--- config.mk ---
export PLATFORM = sky130hd
export DESIGN_NAME = wls_frac_div
export DESIGN_NICKNAME = d
export VERILOG_FILES = /design/src/wls_pkg.sv /design/src/wls_frac_div.sv
export SDC_FILE = /design/constraint.sdc
export NUM_CORES = 1
export LEC_CHECK = 0
export BUFFER_PORTS_ARGS = -buffer_cell sky130_fd_sc_hd__buf_2
export CORE_MARGIN = 5
export CORE_UTILIZATION = 54
export CTS_CLUSTER_DIAMETER = 50
export DETAILED_ROUTE_END_ITERATION = 8
export GPL_ROUTABILITY_DRIVEN = 1
export HOLD_SLACK_MARGIN = 0.15
export PLACE_DENSITY = 0.8
export SLEW_MARGIN = 30
export SYNTH_ARGS = -nofsm -noshare
export SYNTH_HDL_FRONTEND = slang
export SYNTH_SLANG_ARGS = --single-unit
--- constraint.sdc ---
create_clock -name clk -period 4.4 [get_ports clk]
set_input_delay 0.44 -clock clk [delete_from_list [all_inputs] [get_ports clk]]
set_output_delay 0.44 -clock clk [all_outputs]
set_load 0.005 [all_outputs]
--- src/wls_pkg.sv ---
// ---------------------------------------------------------------------------
// Windowed load sampler package
// Shared types and constants for the sampler modules.
// ---------------------------------------------------------------------------
package wls_pkg;

	localparam int unsigned MS_PER_S = 1000;

	typedef enum logic [1:0] {
		ST_OK       = 2'd0,
		ST_DISABLED = 2'd1,
		ST_ZERO_WIN = 2'd2
	} status_t;

	localparam logic KIND_COLLECT = 1'b0;
	localparam logic KIND_QUERY   = 1'b1;

	localparam logic CFG_SAMPLE_COUNT    = 1'b0;
	localparam logic CFG_SAMPLE_INTERVAL = 1'b1;

	// Request from the controller to the fraction divider.
	typedef struct packed {
		logic        start;
		logic [63:0] num;
		logic [63:0] den;
		logic [5:0]  den_bits;
		logic [31:0] lim;
	} div_req_t;

	typedef struct packed {
		logic        done;
		logic [31:0] quo;
	} div_rsp_t;

endpackage

--- src/wls_frac_div.sv ---
// ---------------------------------------------------------------------------
// Fractional divider
// Computes floor(num * 2^16 / den) saturated at lim, one quotient bit a cycle.
// ---------------------------------------------------------------------------
module wls_frac_div (
	input  logic              clk,
	input  logic              arst_n,
	input  wls_pkg::div_req_t req,
	output wls_pkg::div_rsp_t rsp
);
	import wls_pkg::*;

	// Restoring division of num << 16. Only the low 33
	// quotient bits are kept; a sticky flag records any higher set bit,
	// which always means the result is above lim.
	logic [79:0] dvd_q;
	logic [63:0] rem_q;
	logic [63:0] den_q;
	logic [32:0] quo_q;
	logic        sat_q;
	logic [31:0] lim_q;
	logic [6:0]  cnt_q;
	logic        busy_q;

	logic [64:0] shifted;
	logic [64:0] diff;
	logic        ge;
	logic [32:0] quo_n;
	logic        sat_n;

	assign shifted = {rem_q, dvd_q[79]};
	assign ge      = (shifted >= {1'b0, den_q});
	assign diff    = shifted - {1'b0, den_q};
	assign quo_n   = {quo_q[31:0], ge};
	assign sat_n   = sat_q | quo_q[32];

	always_ff @(posedge clk or negedge arst_n) begin
		if (!arst_n) begin
			busy_q <= 1'b0;
			cnt_q  <= '0;
			rsp    <= '0;
		end else begin
			rsp.done <= 1'b0;
			if (req.start) begin
				busy_q <= 1'b1;
				cnt_q  <= 7'd79;
				dvd_q  <= {req.num, 16'd0};
				rem_q  <= '0;
				den_q  <= req.den;
				lim_q  <= req.lim;
				quo_q  <= '0;
				sat_q  <= 1'b0;
			end else if (busy_q) begin
				rem_q <= ge ? diff[63:0] : shifted[63:0];
				dvd_q <= {dvd_q[78:0], 1'b0};
				quo_q <= quo_n;
				sat_q <= sat_n;
				cnt_q <= cnt_q - 7'd1;
				if (cnt_q == 7'd0) begin
					busy_q   <= 1'b0;
					rsp.done <= 1'b1;
					rsp.quo  <= (sat_n || quo_n > {1'b0, lim_q}) ? lim_q : quo_n[31:0];
				end
			end
		end
	end

	logic unused;
	assign unused = ^{req.den_bits};
endmodule

Word-level counts from Yosys, hierarchy flattened
Cells that the tools add are included.
{"block": "totals", "ff_bits": 315, "inputBits": 169, "out_inout_bits": 33, "wordCells": 38}
{"block": "classes", "n_addsub": 2, "order_cmp": 2, "mux": 15, "n_bitwise": 2, "n_reduce_logical": 6}
{"op": "$mux W80", "count": 2}
{"op": "$mux W33", "count": 4}
{"op": "$mux W64", "count": 2}
{"op": "$ge A65 B64 Y1", "count": 1}
{"op": "$sub A64 B64 Y64", "count": 1}
{"op": "$gt A33 B32 Y1", "count": 1}
{"op": "$mux W32", "count": 1}
{"op": "$mux W7", "count": 2}
{"op": "$logic_not A7 Y1", "count": 1}
{"op": "$sub A7 B1 Y7 const B", "count": 1}
{"op": "$mux W1", "count": 4}
{"op": "$reduce_and A2 Y1", "count": 2}
{"op": "$reduce_and A3 Y1", "count": 1}
{"op": "$reduce_bool A2 Y1", "count": 1}
{"op": "$logic_or A1 B1 Y1", "count": 1}
{"op": "$not A1 Y1", "count": 1}
{"op": "$or A1 B1 Y1", "count": 1}

Logic depth before layout (Yosys ltp)
{"block": "depth", "word_depth": 7, "ltp_mapped": 22, "mapped_depth_nobuf": 17}

Worst setup path after synthesis
No wires, ideal clock.
{"block": "synth_timing", "kind": "register to register", "startpoint": "register rem_q[45]", "endpoint": "register rsp[10] (netlist bit)", "setup_time_ns": 0.116, "arrival_time_ns": 4.125, "required_time_ns": 4.284, "path_slack_ns": 0.160, "stages_incl_launch_ff": 21, "path_buffers": 4, "period_less_slack_ns": 4.240, "path_cell_list": "edfxtp_1 ha_1 a21o_1 a21o_1 a221oi_2 o21ai_1 a2111o_1 o21a_1 a31o_1 buf_6 inv_8 buf_2 ha_1 o221ai_1 a21oi_1 o21ai_0 o21ai_0 clkbuf_1 clkbuf_1 nand3_1 o311ai_0"}
{"block": "synth_via", "elab_chain_cells": 4}
{"element": "start, declared", "line": "wls_frac_div.sv:17", "text": "logic [63:0] rem_q;"}
{"element": "start signal, assigned", "line": "wls_frac_div.sv:54", "text": "rem_q <= ge ? diff[63:0] : shifted[63:0];"}
{"element": "$ge A65 B64 Y1", "line": "wls_frac_div.sv:32", "text": "assign ge = (shifted >= {1'b0, den_q});"}
{"element": "$gt A33 B32 Y1", "line": "wls_frac_div.sv:62", "text": "rsp.quo <= (sat_n || quo_n > {1'b0, lim_q}) ? lim_q : quo_n[31:0];"}
{"element": "$logic_or A1 B1 Y1", "line": "wls_frac_div.sv:62"}
{"element": "$mux W32", "line": "wls_frac_div.sv:62"}
{"element": "end, declared", "line": "wls_frac_div.sv:9", "text": "output wls_pkg::div_rsp_t rsp"}
Every way passes these cells.
A chain may end at the register's enable or synchronous reset.

Worst setup path after layout
{"block": "layout_timing", "startpoint": "register rem_q[37]", "endpoint": "register rem_q[20] (data pin)"}
{"block": "layout_via", "elab_chain_cells": 3}
{"element": "$ge A65 B64 Y1", "line": "wls_frac_div.sv:32"}
{"element": "$mux W64", "line": "wls_frac_div.sv:54"}
{"element": "$mux W64", "line": "wls_frac_div.sv:53", "text": "end else if (busy_q) begin"}
Every way passes these cells.

==> impl_metrics.ini <==
[grt]
overflow = 0
grtUsageMet2_pct = 37.03
grt_usage_pct = 23.05
grt.met3_usage_pct = 4.153
grt_max_degree = 126
grt_pass1_wl_um = 72930
antenna_found_initial = 0
grt_busiest_layer = met2
grtUsageMet1_pct = 32.15
grt_pass1_vias = 14230

[yosys]
yosysSeqAreaShare_pct = 50.53
syn-instance-count = 1711
synthDistinctLibCells = 71
ys_seq_elements = 315
avgSynthCellArea_um2 = 10.70
synth_area_um2 = 18310
ys_warn_count = 0
synth_flop_cell = edfxtp_1
syn_nets = 1979
synth_edf_count = 274
async_flop_share_pct = 13.02

[sta]
report.final.hold_viol_count = 0
setup_violations = 0
worst_pin_slew_ns = 0.9678
max-slew-margin-rel_pct = 35.48
skew_ns = 0.01775
fin_crit_sh_pct = 94.40
drv_slew = 0
rsz0062_at_grt = false
min_period_ns = 4.154
fmax_mhz = 240.8
final.setup.tns_ns = 0

[setup_path]
reg2regPathDepth = 12
worstPathRequired_ns = 4.76
path_delay_family = compound AO/OA/AOI/OAI gates
timing.rr.start = rem_q[37]
r2r_setup_slack_ns = 0.25
max_stage_delay_ns = 0.62
endpoint_kind = flop
arrival_ns = 4.51
setup.worst_path.start = rem_q[37]
path_depth = 12
cp_slowest_cell = buf_4
crit_path_cell_trace = ha_1 -> a21oi_1 -> o21ai_0 -> a22oi_1 -> o21ai_1 -> a2111o_1 -> o21a_1 -> a31o_2 -> inv_8 -> buf_4 -> nand2_1 -> a311oi_2
criticalPathCategory = reg -> reg
start_kind = flop
reg2reg_to = rem_q[20]
critPathBufInv = 2
path_max_fanout = 72
critical_path.endpoint = rem_q[20]

[clock_network]
cts_root_buffer = clkbuf_16
clk_pin_slew_worst_paths_ns = 0.07
clock_latency_ns = 0.54
cts_tree = done
cts_made_buffers = 39
numClockSinks = 315
htree_levels = 2
cts_buffer_depth = 3

[place]
portBuffers = 195
routabilityCongestion = 0.9382
post-dp-hpwl_um = 29950
postPlaceCellArea_um2 = 19620

[layout]
area_growth_pct = 19.70
drive_gt1_share_pct = 17.16
final.fill_count = 2580
fin_util_pct = 65.37
final_area_um2 = 21920
final_cell_mix = edfxtp_1 (274), buf_2 (193), nand2_1 (192)
final_common_cell = edfxtp_1
nets = 2232

[routing]
post_drt_via_cell_ratio = 5.984
dr_total_vias = 14610
wl_per_cell_um = 18.55
wl_um = 45300
drc = 0
firstDrtPassIters = 6
drtIter0Drc = 1292
final_antenna_net_count = 0

[floorplan]
die_w_um = 194.2
fp.coreArea_um2 = 33530
io_pins = 202
fp-row-count = 67
start_util_pct = 54.61
die-area_um2 = 37690
die-height_um = 194.2

[power]
peakVddDrop_mv = 0.2516
p_leak_nw = 9.403
total_power_mw = 9.366
power_density_nw_per_um2 = 427.3

[run_status]
status = complete, no violations

[job]
cap_violations = 0

[hold_path]
holdCritPathClass = in -> reg
## power breakdown
part / internal (mW) / switching, mW
logic: 1.01 / 1.45
registers: 3.58 / 0.155
clock network: 1.86 / 1.31
total: 6.45 / 2.91
## flip-flops by register name (all words and copies together) (netlist names)
signal  cells
busy_q      1
cnt_q       7
den_q      64
dvd_q      80
lim_q      32
quo_q      33
rem_q      64
rsp        33
sat_q       1
## worst min path at each step
stage | from | end | slack, ns | cells past startpoint
after floorplan | arst_n | busy_q | 0.14 | 0
after global placement | arst_n | rsp[31] | 0.37 | 1
after detailed placement | arst_n | rsp[31] | 0.37 | 1
after CTS | req[164] | dvd_q[78] | 0.18 | 2
after global routing | req[125] | dvd_q[39] | 0.18 | 2
final | req[164] | dvd_q[78] | 0.20 | 2
## cells by family after synthesis
logic type	Yosys count	synth area share [%]
fa+ha+maj	99	6.805
buf+inv	215	4.878
simple gates	522	13.00
compound gates	445	18.87
mux	59	3.232
flops	315	50.53
xor+xnor	56	2.678
## cell usage after synthesis, types with 13 or more instances
cell type | number | area [µm²]
xor2_1 | 26 | 227.7
buf_2 | 21 | 105.1
o21a_1 | 13 | 97.59
a21o_1 | 40 | 300.3
o311ai_0 | 26 | 227.7
edfxtp_1 | 274 | 8228
clkbuf_1 | 71 | 266.5
o21ai_0 | 61 | 305.3
inv_1 | 110 | 412.9
ha_1 | 98 | 1226
nand4_1 | 33 | 206.5
a21oi_1 | 95 | 475.5
a311oi_2 | 45 | 675.7
mux2i_1 | 58 | 580.6
nand3_1 | 51 | 255.2
a22o_1 | 63 | 551.8
dfrtp_1 | 41 | 1026
xnor2_1 | 30 | 262.8
a32oi_1 | 15 | 131.4
and2_1 | 13 | 81.33
nor2_1 | 148 | 555.5
o31ai_1 | 13 | 97.59
nand2b_1 | 13 | 81.33
nand2_1 | 192 | 720.7
## repair_timing
| action | in CTS | in global routing |
|---|---|---|
| resized for setup | 0 | 3 |
| endpoints found under the setup margin | 0 | 5 |
| hold buffers | 97 | 0 |
| setup buffers | 0 | 2 |
| hold endpoints to repair | 102 | 0 |
## through the flow
stage          setup slack, ns  hold WS [ns]  std cells
4_1_cts                 0.2412        0.1780       2438
3_5_place_dp            0.2624        0.3726       2271
6_report                0.2464        0.1988       2442
5_1_grt                0.07148        0.1837       2441
3_3_place_gp            0.3592        0.3694       2271
2_1_floorplan           0.1597        0.1444       1711
## metal layers
metal / wire length (µm) / part of all wire, %
met1: 19780 / 44
met2: 21030 / 46
met3: 3193 / 7.0
met4: 1299 / 2.9
met5: 0 / 0
## layout make-up
cell class	instances	area, µm²	share of cell area, %
clock inverters	27	281.5	1.284
diodes	1	2.502	0.01142
clock buffers	43	1001	4.566
well taps	448	560.5	2.557
inverters	112	427.9	1.952
repair buffers	315	2190	9.989
multi-input cells	1181	8199	37.41
flip-flops and latches	315	9258	42.23
Note: power is estimated with default switching activity, not from simulation.
